`config.mk`:
```
export PLATFORM = sky130hd
export DESIGN_NAME = pcm_rate_converter_hold
export DESIGN_NICKNAME = d
export VERILOG_FILES = /design/src/pcrh_pkg.sv /design/src/pcm_rate_converter_hold.sv /design/src/pcrh_datapath.sv /design/src/pcrh_ctrl.sv
export SDC_FILE = /design/constraint.sdc
export NUM_CORES = 1
export LEC_CHECK = 0
export CORE_MARGIN = 3
export CORE_UTILIZATION = 25
export CTS_BUF_LIST = sky130_fd_sc_hd__clkbuf_16
export CTS_CLUSTER_DIAMETER = 50
export CTS_CLUSTER_SIZE = 8
export DETAILED_ROUTE_END_ITERATION = 16
export DONT_BUFFER_PORTS = 1
export REMOVE_ABC_BUFFERS = 1
export SYNTH_ARGS = -nofsm -noshare
export SYNTH_HDL_FRONTEND = slang
export SYNTH_HIERARCHICAL = 1
export SYNTH_SLANG_ARGS = --single-unit
export TNS_END_PERCENT = 10
```
`constraint.sdc`:
```
create_clock -name clk_i -period 8.8 [get_ports clk_i]
set_input_delay 1.32 -clock clk_i [delete_from_list [all_inputs] [get_ports clk_i]]
set_output_delay 1.32 -clock clk_i [all_outputs]
set_load 0.02 [all_outputs]
```
`src/pcrh_pkg.sv`:
```
package pcrh_pkg;

  // Configuration register indexes.
  typedef logic [1:0] cfg_idx_t;
  localparam cfg_idx_t REG_FORMAT   = 2'd0;
  localparam cfg_idx_t REG_CHANNELS = 2'd1;
  localparam cfg_idx_t REG_SRC_RATE = 2'd2;

  localparam int CFG_DATA_W = 18;
  localparam int CHAN_W     = 4;
  localparam int FRAME_W    = 5;
  localparam int SKIP_W     = 7;
  localparam int SAMPLE_W   = 16;
  localparam int BYTE_W     = 8;
  localparam int CNT_W      = 4;

  localparam logic [SKIP_W-1:0] SKIP_MAX  = 7'd127;
  localparam logic [CNT_W-1:0]  CNT_LAST  = 4'd15;

  localparam logic                  RST_FORMAT   = 1'b1;
  localparam logic [CHAN_W-1:0]     RST_CHANNELS = 4'd1;
  localparam logic [CFG_DATA_W-1:0] RST_SRC_RATE = 18'd48000;

  // Sample format codes.
  localparam logic FMT_S8    = 1'b0;
  localparam logic FMT_S16LE = 1'b1;

  typedef enum logic [1:0] {
    ST_IDLE,
    ST_EMIT,
    ST_DIV
  } state_e;

  typedef struct packed {
    logic load;       // input item accepted
    logic emit_step;  // output item accepted
    logic div_step;   // one quotient iteration
  } cmd_t;

  typedef struct packed {
    logic sel;        // current input byte completes a sample
    logic last;       // current output is the final one for this sample
    logic div_more;   // remainder still at or above the output rate
  } stat_t;

endpackage

```
`src/pcm_rate_converter_hold.sv`:
```
// Zero-order-hold rate converter: raw interleaved PCM bytes in, mono signed 16-bit samples
// out at OUTPUT_RATE, using channel zero only. A byte that completes no sample is taken
// without a stall. A byte that completes a sample stalls the input while that sample is
// sent between 1 and 16 times, one output item per cycle while m_axis_tready is high; the
// phase wrap is then resolved by one subtract-and-compare unit, which takes OUTPUT_RATE
// off the remainder and advances the input byte skip by one frame while the remainder is
// at or above OUTPUT_RATE. Input is accepted again once that pass ends.
// Configuration writes are taken at any cycle and must only be issued while the block
// is idle.
module pcm_rate_converter_hold #(
  parameter int OUTPUT_RATE = 48000
) (
  input  logic                             clk_i,
  input  logic                             rst_ni,
  input  logic                             cfg_valid_i,
  output logic                             cfg_ready_o,
  input  pcrh_pkg::cfg_idx_t               cfg_index_i,
  input  logic [pcrh_pkg::CFG_DATA_W-1:0]  cfg_data_i,
  input  logic                             s_axis_tvalid,
  output logic                             s_axis_tready,
  input  logic [7:0]                       s_axis_tdata,  // [7:0] data_byte
  output logic                             m_axis_tvalid,
  input  logic                             m_axis_tready,
  output logic [15:0]                      m_axis_tdata,  // [15:0] sample
  output logic                             m_axis_tlast
);

  pcrh_pkg::cmd_t  cmd;
  pcrh_pkg::stat_t stat;

  assign cfg_ready_o = 1'b1;

  pcrh_ctrl u_ctrl (
    .clk_i       (clk_i),
    .rst_ni      (rst_ni),
    .in_valid_i  (s_axis_tvalid),
    .in_ready_o  (s_axis_tready),
    .out_valid_o (m_axis_tvalid),
    .out_ready_i (m_axis_tready),
    .stat_i      (stat),
    .cmd_o       (cmd)
  );

  pcrh_datapath #(
    .OUTPUT_RATE (OUTPUT_RATE)
  ) u_datapath (
    .clk_i        (clk_i),
    .rst_ni       (rst_ni),
    .cfg_valid_i  (cfg_valid_i),
    .cfg_index_i  (cfg_index_i),
    .cfg_data_i   (cfg_data_i),
    .in_data_i    (s_axis_tdata),
    .out_sample_o (m_axis_tdata),
    .out_last_o   (m_axis_tlast),
    .cmd_i        (cmd),
    .stat_o       (stat)
  );

endmodule

```
`src/pcrh_datapath.sv`:
```
module pcrh_datapath #(
  parameter int OUTPUT_RATE = 48000
) (
  input  logic                                clk_i,
  input  logic                                rst_ni,
  input  logic                                cfg_valid_i,
  input  pcrh_pkg::cfg_idx_t                  cfg_index_i,
  input  logic [pcrh_pkg::CFG_DATA_W-1:0]     cfg_data_i,
  input  logic [pcrh_pkg::BYTE_W-1:0]         in_data_i,
  output logic [pcrh_pkg::SAMPLE_W-1:0]       out_sample_o,
  output logic                                out_last_o,
  input  pcrh_pkg::cmd_t                      cmd_i,
  output pcrh_pkg::stat_t                     stat_o
);

  localparam int PH_W    = $clog2(OUTPUT_RATE);
  localparam int SUM_MAX = OUTPUT_RATE - 1 + (2 ** pcrh_pkg::CFG_DATA_W) - 1;
  localparam int ACC_W   = $clog2(SUM_MAX + 1);
  localparam logic [ACC_W-1:0] RATE_ACC = ACC_W'(OUTPUT_RATE);

  logic                              fmt_q;
  logic [pcrh_pkg::CHAN_W-1:0]       chan_q;
  logic [pcrh_pkg::CFG_DATA_W-1:0]   src_q;

  logic [pcrh_pkg::SKIP_W-1:0]       skip_q;
  logic [PH_W-1:0]                   phase_q;
  logic [pcrh_pkg::BYTE_W-1:0]       held_q;
  logic                              have_q;
  logic [pcrh_pkg::SAMPLE_W-1:0]     value_q;
  logic [pcrh_pkg::CNT_W-1:0]        cnt_q;
  logic [ACC_W-1:0]                  rem_q;

  logic [pcrh_pkg::CHAN_W-1:0]       ch;
  logic [pcrh_pkg::FRAME_W-1:0]      frame;
  logic [pcrh_pkg::FRAME_W-1:0]      first_skip;
  logic [ACC_W-1:0]                  acc;
  logic                              reached;
  logic [pcrh_pkg::SKIP_W:0]         skip_sum;
  logic [pcrh_pkg::SKIP_W-1:0]       skip_sat;

  always_comb begin
    ch = (chan_q == '0) ? pcrh_pkg::CHAN_W'(1) : chan_q;
    if (fmt_q == pcrh_pkg::FMT_S16LE) begin
      frame = {ch, 1'b0};
    end else begin
      frame = {1'b0, ch};
    end
    // The first quotient step advances one frame minus the bytes of the sample.
    if (fmt_q == pcrh_pkg::FMT_S16LE) begin
      first_skip = frame - pcrh_pkg::FRAME_W'(2);
    end else begin
      first_skip = frame - pcrh_pkg::FRAME_W'(1);
    end
    acc      = ACC_W'(phase_q) + ACC_W'(src_q);
    reached  = (acc >= RATE_ACC);
    skip_sum = {1'b0, skip_q} + (pcrh_pkg::SKIP_W + 1)'(frame);
    skip_sat = (skip_sum > (pcrh_pkg::SKIP_W + 1)'(pcrh_pkg::SKIP_MAX)) ?
               pcrh_pkg::SKIP_MAX : skip_sum[pcrh_pkg::SKIP_W-1:0];
  end

  always_comb begin
    if (fmt_q == pcrh_pkg::FMT_S8) begin
      stat_o.sel = (skip_q == '0);
    end else begin
      stat_o.sel = have_q;
    end
    stat_o.last     = reached || (cnt_q == pcrh_pkg::CNT_LAST);
    stat_o.div_more = (rem_q >= RATE_ACC);
  end

  assign out_sample_o = value_q;
  assign out_last_o   = stat_o.last;

  always_ff @(posedge clk_i or negedge rst_ni) begin
    if (!rst_ni) begin
      fmt_q  <= pcrh_pkg::RST_FORMAT;
      chan_q <= pcrh_pkg::RST_CHANNELS;
      src_q  <= pcrh_pkg::RST_SRC_RATE;
    end else if (cfg_valid_i) begin
      case (cfg_index_i)
        pcrh_pkg::REG_FORMAT:   fmt_q  <= cfg_data_i[0];
        pcrh_pkg::REG_CHANNELS: chan_q <= cfg_data_i[pcrh_pkg::CHAN_W-1:0];
        pcrh_pkg::REG_SRC_RATE: src_q  <= cfg_data_i;
        default: ;
      endcase
    end
  end

  always_ff @(posedge clk_i or negedge rst_ni) begin
    if (!rst_ni) begin
      skip_q  <= '0;
      phase_q <= '0;
      held_q  <= '0;
      have_q  <= 1'b0;
      cnt_q   <= '0;
      rem_q   <= '0;
    end else begin
      if (cmd_i.load) begin
        cnt_q <= '0;
        if (fmt_q == pcrh_pkg::FMT_S8) begin
          have_q <= 1'b0;
          if (skip_q != '0) begin
            skip_q <= skip_q - pcrh_pkg::SKIP_W'(1);
          end
        end else if (have_q) begin
          have_q <= 1'b0;
        end else if (skip_q != '0) begin
          skip_q <= skip_q - pcrh_pkg::SKIP_W'(1);
        end else begin
          held_q <= in_data_i;
          have_q <= 1'b1;
        end
      end
      if (cmd_i.emit_step) begin
        if (stat_o.last) begin
          // Without a wrap the sample still ends, and the phase keeps the sum.
          rem_q  <= reached ? (acc - RATE_ACC) : acc;
          skip_q <= pcrh_pkg::SKIP_W'(first_skip);
        end else begin
          phase_q <= PH_W'(acc);
          cnt_q   <= cnt_q + pcrh_pkg::CNT_W'(1);
        end
      end
      if (cmd_i.div_step) begin
        if (stat_o.div_more) begin
          rem_q  <= rem_q - RATE_ACC;
          skip_q <= skip_sat;
        end else begin
          phase_q <= PH_W'(rem_q);
        end
      end
    end
  end

  always_ff @(posedge clk_i) begin
    if (cmd_i.load) begin
      if (fmt_q == pcrh_pkg::FMT_S8) begin
        value_q <= {in_data_i, 8'h00};
      end else begin
        value_q <= {in_data_i, held_q};
      end
    end
  end

  phase_in_range: assert property (@(posedge clk_i) disable iff (!rst_ni)
    ACC_W'(phase_q) < RATE_ACC)
    else $error("phase accumulator reached the output rate");

endmodule

```
`src/pcrh_ctrl.sv`:
```
module pcrh_ctrl (
  input  logic             clk_i,
  input  logic             rst_ni,
  input  logic             in_valid_i,
  output logic             in_ready_o,
  output logic             out_valid_o,
  input  logic             out_ready_i,
  input  pcrh_pkg::stat_t  stat_i,
  output pcrh_pkg::cmd_t   cmd_o
);

  pcrh_pkg::state_e state_q, state_d;

  always_comb begin
    state_d = state_q;
    case (state_q)
      pcrh_pkg::ST_IDLE: begin
        if (in_valid_i && stat_i.sel) begin
          state_d = pcrh_pkg::ST_EMIT;
        end
      end
      pcrh_pkg::ST_EMIT: begin
        if (out_ready_i && stat_i.last) begin
          state_d = pcrh_pkg::ST_DIV;
        end
      end
      pcrh_pkg::ST_DIV: begin
        if (!stat_i.div_more) begin
          state_d = pcrh_pkg::ST_IDLE;
        end
      end
      default: state_d = pcrh_pkg::ST_IDLE;
    endcase
  end

  always_comb begin
    in_ready_o      = 1'b0;
    out_valid_o     = 1'b0;
    cmd_o           = '0;
    case (state_q)
      pcrh_pkg::ST_IDLE: begin
        in_ready_o = 1'b1;
        cmd_o.load = in_valid_i;
      end
      pcrh_pkg::ST_EMIT: begin
        out_valid_o     = 1'b1;
        cmd_o.emit_step = out_ready_i;
      end
      pcrh_pkg::ST_DIV: begin
        cmd_o.div_step = 1'b1;
      end
      default: ;
    endcase
  end

  always_ff @(posedge clk_i or negedge rst_ni) begin
    if (!rst_ni) begin
      state_q <= pcrh_pkg::ST_IDLE;
    end else begin
      state_q <= state_d;
    end
  end

  no_overlap: assert property (@(posedge clk_i) disable iff (!rst_ni)
    !(in_ready_o && out_valid_o))
    else $error("input and output side active together");

  last_ends_emit: assert property (@(posedge clk_i) disable iff (!rst_ni)
    (out_valid_o && out_ready_i && stat_i.last) |=> (state_q == pcrh_pkg::ST_DIV))
    else $error("final output did not start the quotient pass");

  div_done_idle: assert property (@(posedge clk_i) disable iff (!rst_ni)
    (state_q == pcrh_pkg::ST_DIV && !stat_i.div_more) |=> in_ready_o)
    else $error("quotient pass did not return to idle");

  emit_needs_select: assert property (@(posedge clk_i) disable iff (!rst_ni)
    (in_valid_i && in_ready_o && !stat_i.sel) |=> in_ready_o)
    else $error("unselected byte started an emission");

endmodule
```
# [After elaboration in Yosys (flattened, before gate mapping)]
# Index checks and enable logic that the tools add are counted.
# Widths: inputs -> output; s select.
[classes] n_eq_ne=8 reduce_logical=13 n_lt_le_gt_ge=3 bitwise_logic=2 muxes=37 addsub=8
[ops] cell="$mux 19" count=5
[ops] cell="$mux 16" count=4
[ops] cell="$mux 7" count=9
[ops] cell="$ge 19x16->1 const B" count=2
[ops] cell="$sub 19x16->19 const B" count=2
[ops] cell="$add 16x18->19" count=1
[ops] cell="$mux 4" count=4
[ops] cell="$mux 5" count=2
[ops] cell="$mux 1" count=9
[ops] cell="$add 7x5->8" count=1
[ops] cell="$gt 8x7->1 const B" count=1
[ops] cell="$logic_not 7->1" count=1
[ops] cell="$reduce_bool 7->1" count=1
[ops] cell="$sub 7x1->7 const B" count=1
[ops] cell="$mux 2" count=3
[ops] cell="$pmux 2 s3" count=1
[ops] cell="$reduce_and 2->1" count=3
[ops] cell="$sub 5x1->5 const B" count=1
[ops] cell="$sub 5x2->5 const B" count=1
[ops] cell="$add 4x1->4 const B" count=1
[ops] cell="$eq 2x1->1 const B" count=2
[ops] cell="$eq 2x2->1 const B" count=2
[ops] cell="$eq 4x4->1 const B" count=1
[ops] cell="$logic_not 2->1" count=2
[ops] cell="other kinds (8)" count=11
[word_totals] regBits=96 output_inout_bits=20 elab_cells=83 input_bits=33

# [Logic depth before layout (Yosys ltp)]
[depth] word_depth=9 depth_mapped=18 ltp_nobuf=16

# [Cells and area by module]
# Netlist, hierarchy kept.
[modules_own_cells] mod="pcrh_datapath" seq_area_each_um2=2443.6 area_per_inst_um2=6213.5 n_inst=1 cells_each=646
[modules_own_cells] mod="pcrh_ctrl" seq_area_each_um2=50.0 area_per_inst_um2=105.1 n_inst=1 cells_each=10
[modules_own_cells] mod="pcm_rate_converter_hold" seq_area_each_um2=0.0 area_per_inst_um2=11.3 n_inst=1 cells_each=2

# [Worst setup path after synthesis]
# OpenSTA, ideal clock, no wires.
[synth_path] path_kind="register to output" start="register u_datapath/src_q[0] (netlist name)" end="output port m_axis_tlast" stages_incl_launch_ff=15 slack_ns=4.401 required_time_ns=7.480 arrival_time_ns=3.079 n_path_buf=1 cell_sequence="dfrtp_1 ha_1 inv_1 fa_1 nand2b_1 a21o_1 o311ai_1 ha_1 inv_1 a2111oi_0 o21ai_1 o31ai_4 a21oi_2 buf_4 nand2_1"
[synth_via] elab_chain_cells=3
[synth_rtl] item="start, declared" line="pcrh_datapath.sv:23" rtl="logic [pcrh_pkg::CFG_DATA_W-1:0] src_q;"
[synth_rtl] item="start signal, assigned" line="pcrh_datapath.sv:78" rtl="src_q <= pcrh_pkg::RST_SRC_RATE;"
[synth_rtl] item="start signal, assigned" line="pcrh_datapath.sv:83" rtl="pcrh_pkg::REG_SRC_RATE: src_q <= cfg_data_i;"
[synth_rtl] item="$add 16x18->19" line="pcrh_datapath.sv:54" rtl="acc = ACC_W'(phase_q) + ACC_W'(src_q);"
[synth_rtl] item="$ge 19x16->1" line="pcrh_datapath.sv:55" rtl="reached = (acc >= RATE_ACC);"
[synth_rtl] item="$logic_or 1x1->1" line="pcrh_datapath.sv:67" rtl="stat_o.last = reached || (cnt_q == pcrh_pkg::CNT_LAST);"
[synth_rtl] item="end, declared" line="pcm_rate_converter_hold.sv:25" rtl="output logic m_axis_tlast"
# No other way between the ends.

# [Final worst setup path]
[layout_path] start="register u_datapath/src_q[1] (netlist name)" end="output port m_axis_tlast"
# Same word-level chain as after synthesis.

==> run metrics <==
die area 0.0273 sq mm; clock tree sinks 96; r2r worst-path depth 15; CP Launch Point u_datapath/src_q[1]$_DFFE_PN0P_; cts hold-fix bufs 0; cts repair resizes 0; synthesized flop and latch total 96; die height 165 um; row count 57; post-synthesis sequential area ratio 39.4%; Async SR Flop Fraction 83.3%; via count of the first global-routing pass 4623; Tightest Hold Check Type flop to flop; GRT overflow 0; first-pass GRT wire length 25500 um; routed vias 4885; HPWL Detailed 11600 um; min cycle time layout 5.45 ns; crit-path max FO 14; wire length on met3 829 um; GRT Total Usage 11.9%; core area 0.0246 sq mm; # fillers 2561; Cell variety after synth 81; clock-pin slew on the worst setup and hold paths 0.07 ns; crit path to m_axis_tlast; cell area after synthesis 0.00633 sq mm; VDD IR max 130 uV; vias per inst 5.04; CP Class flop to output port; metal2 WL 7300 um; cts bufs inserted 9; CTS tree built; prevailing post-synth register cell dfrtp_1; worst reg-to-reg setup slack 4.17 ns; reg2reg end u_datapath/rem_q[13]$_DFF_PN0_; worst-path cell chain ha_1 -> a211oi_2 -> o21a_4 -> a21oi_1 -> xnor2_1 -> inv_1 -> ha_1 -> inv_1 -> a2111oi_0 -> o21ai_1 -> o31ai_4 -> a21oi_2 -> nand2_1; RePlAce Congestion 0.876; # IOs 53; pin slew with the least headroom to its limit 1.18 ns; Lkg Pwr 2.69 nW; # setup viols final 0; TritonRoute pass-1 iters 6; Initial DRC Count 306; Setup crit start kind flop; Synth Instances 658; critical hold path startpoint u_datapath/held_q[1]$_DFFE_PN0P_; Multi-input gate area 0.00356 sq mm; Yosys warning total 6; Setup Skew 0.0121 ns; critical path arrival 4.13 ns; maximum buffer depth of the clock tree 2; RSZ-0062 raised after global routing false; Met1 Wirelength 7400 um; die width 165 um; final hold viol count 0; EDFF count, synth 16; max cap viols 0; Commonest cells post-synth dfrtp_1, nand2_1, a21oi_1, nor2_1, mux2_2; final setup TNS 0 ns; antenna-violating nets left 0; Seq. cell area 0.00249 sq mm; clk_lat worst skew 0.36 ns; Yosys top cell area share 28.1%; status completed; largest net degree at the start of global routing 81; fmax 183 MHz; root buffer cell clkbuf_16; Power Density 377 mW/mm^2; CTS H-tree depth 3; Req. time, crit path 7.48 ns; Reg2Reg Launch Point u_datapath/src_q[0]$_DFFE_PN0P_; setup bufs post-CTS 0; top-count cell post-synth dfrtp_1; fin crit share 61.9%; Synth area leaders dfrtp_1, edfxtp_1, mux2_2; Slew HR 20.8%; wire length per cell 16.2 um; Worst setup EP type output port; share of cells above drive strength 1 14.6%; Design Area, Final 0.00685 sq mm; cell taking the most area after synthesis dfrtp_1; placed cell area 0.00656 sq mm; Post-Syn Area per Cell 9.62 sq um; Area growth, synth to finish 8.28%; delay of the slowest critical-path stage 0.61 ns; CP max stage cell a21oi_2; Port Buffers 0; initial antenna violation count 3; Initial Util 25.7%; final-report max-slew violation count 0; Layout Nets 703; drt drc 0; max layer used met5; drt total wl 15800 um
==> worst min path at each step <==
| stage | to | slack [ns] | cells after the start |
|---|---|---|---|
| after floorplan | u_datapath/rem_q[0]$_DFFE_PN0P_ | 0.47 | 2 |
| after global placement | u_datapath/held_q[4]$_DFFE_PN0P_ | 0.48 | 1 |
| after detailed placement | u_datapath/held_q[7]$_DFFE_PN0P_ | 0.49 | 1 |
| after CTS | u_datapath/held_q[7]$_DFFE_PN0P_ | 0.51 | 1 |
| after global routing | u_datapath/held_q[7]$_DFFE_PN0P_ | 0.52 | 1 |
| final | u_datapath/held_q[1]$_DFFE_PN0P_ | 0.50 | 1 |
==> worst max-delay path, delay by kind of cell (launching register included) <==
| family | cells | cell delay, ns |
|---|---|---|
| AND/OR/NAND/NOR | 1 | 0.39 |
| adder cells (fa/ha/maj) | 2 | 0.53 |
| flip-flops | 1 | 0.41 |
| buffers and inverters | 2 | 0.18 |
| XOR/XNOR | 1 | 0.44 |
| AO/OA/AOI/OAI | 7 | 1.82 |
==> cells in the final DEF (no fill, tap or decap), types with 4 or more instances in the layout <==
cell type / synthesis / routed
nor2_2: 4 / 4
a211o_1: 4 / 4
inv_1: 23 / 23
o21a_1: 5 / 5
dfstp_2: 9 / 9
a21o_1: 5 / 5
edfxtp_1: 16 / 16
clkbuf_16: 0 / 9
a2111oi_0: 4 / 4
a211oi_1: 6 / 6
o211ai_1: 5 / 5
nand2_1: 64 / 64
dfrtp_1: 71 / 71
a31oi_1: 6 / 6
a221oi_1: 4 / 4
nor2b_1: 8 / 8
o21ai_1: 17 / 17
and4_1: 4 / 4
nand3b_1: 6 / 6
a21oi_1: 42 / 42
xnor2_1: 16 / 16
nor4_1: 4 / 4
xor2_1: 9 / 9
nand3_1: 23 / 23
nor2_1: 41 / 41
and2_1: 13 / 13
o21bai_1: 4 / 4
nor3_1: 19 / 19
a211oi_2: 5 / 5
nand4_1: 8 / 8
o31ai_1: 4 / 4
a21oi_2: 4 / 4
and3_1: 4 / 4
o21ai_0: 27 / 27
or3_1: 7 / 7
mux2i_1: 18 / 18
mux2_2: 34 / 34
ha_1: 28 / 28
or2_2: 4 / 4
==> power breakdown <==
part           switching [W]  leakage (nW)  internal, W
Clock               0.000195         0.139     0.000198
Combinational       0.000879          1.45     0.000570
Sequential          0.000145          1.10     0.000597
==> final cells by class <==
| type | count | area share [%] |
|---|---|---|
| multi-input cells | 508 | 52.0 |
| clock buffers | 9 | 3.29 |
| inverters | 23 | 1.26 |
| diodes | 1 | 0.0365 |
| well taps | 324 | 5.91 |
| clock inverters | 7 | 0.913 |
| flip-flops and latches | 96 | 36.4 |
| repair buffers | 2 | 0.219 |
==> per-layer routing <==
metal | GRT usage (%) | vias to the layer above
met3 | 3.02 | 18
li1 | - | 2386
met1 | 16.4 | 2367
met2 | 18.2 | 110
met4 | 3.55 | 4
met5 | 0 | -
==> per-stage QoR <==
stage               hold slack (ns)  setup slack [ns]  util [%]  cells  total power, W
floorplan                     0.469              4.28         -    627         0.00186
global placement              0.479              3.88      26.7    953         0.00216
detailed placement            0.488              3.75      26.7    953         0.00218
CTS                           0.506              3.36      27.8    969         0.00259
global route                  0.518              3.07      27.9    970         0.00280
finish                        0.502              3.35      27.9    970         0.00258
==> registers in the layout, summed over array words and instances (netlist names), 2 cells and up <==
signal and cells:
u_datapath/phase_q 16, u_datapath/skip_q 7, u_datapath/rem_q 19, u_datapath/held_q 8, u_datapath/src_q 18, u_ctrl/state_q 2, u_datapath/out_sample_o 16, u_datapath/chan_q 4
u_datapath/cnt_q 4
==> kinds of logic (layout without fill, tap and decap cells) <==
| family | after synthesis | count (layout) | share of synthesized area (%) |
|---|---|---|---|
| adders and majority gates | 30 | 30 | 6.17 |
| other | 1 | 2 | 0.0592 |
| buffers and inverters | 54 | 41 | 4.31 |
| AOI/OAI and AO/OA | 174 | 174 | 19.6 |
| DFF | 96 | 96 | 39.4 |
| xor gates and xnor gates | 25 | 25 | 3.46 |
| muxes | 52 | 52 | 8.90 |
| and+or+nand+nor | 226 | 226 | 18.1 |
Power figures use the tool's default switching activity.
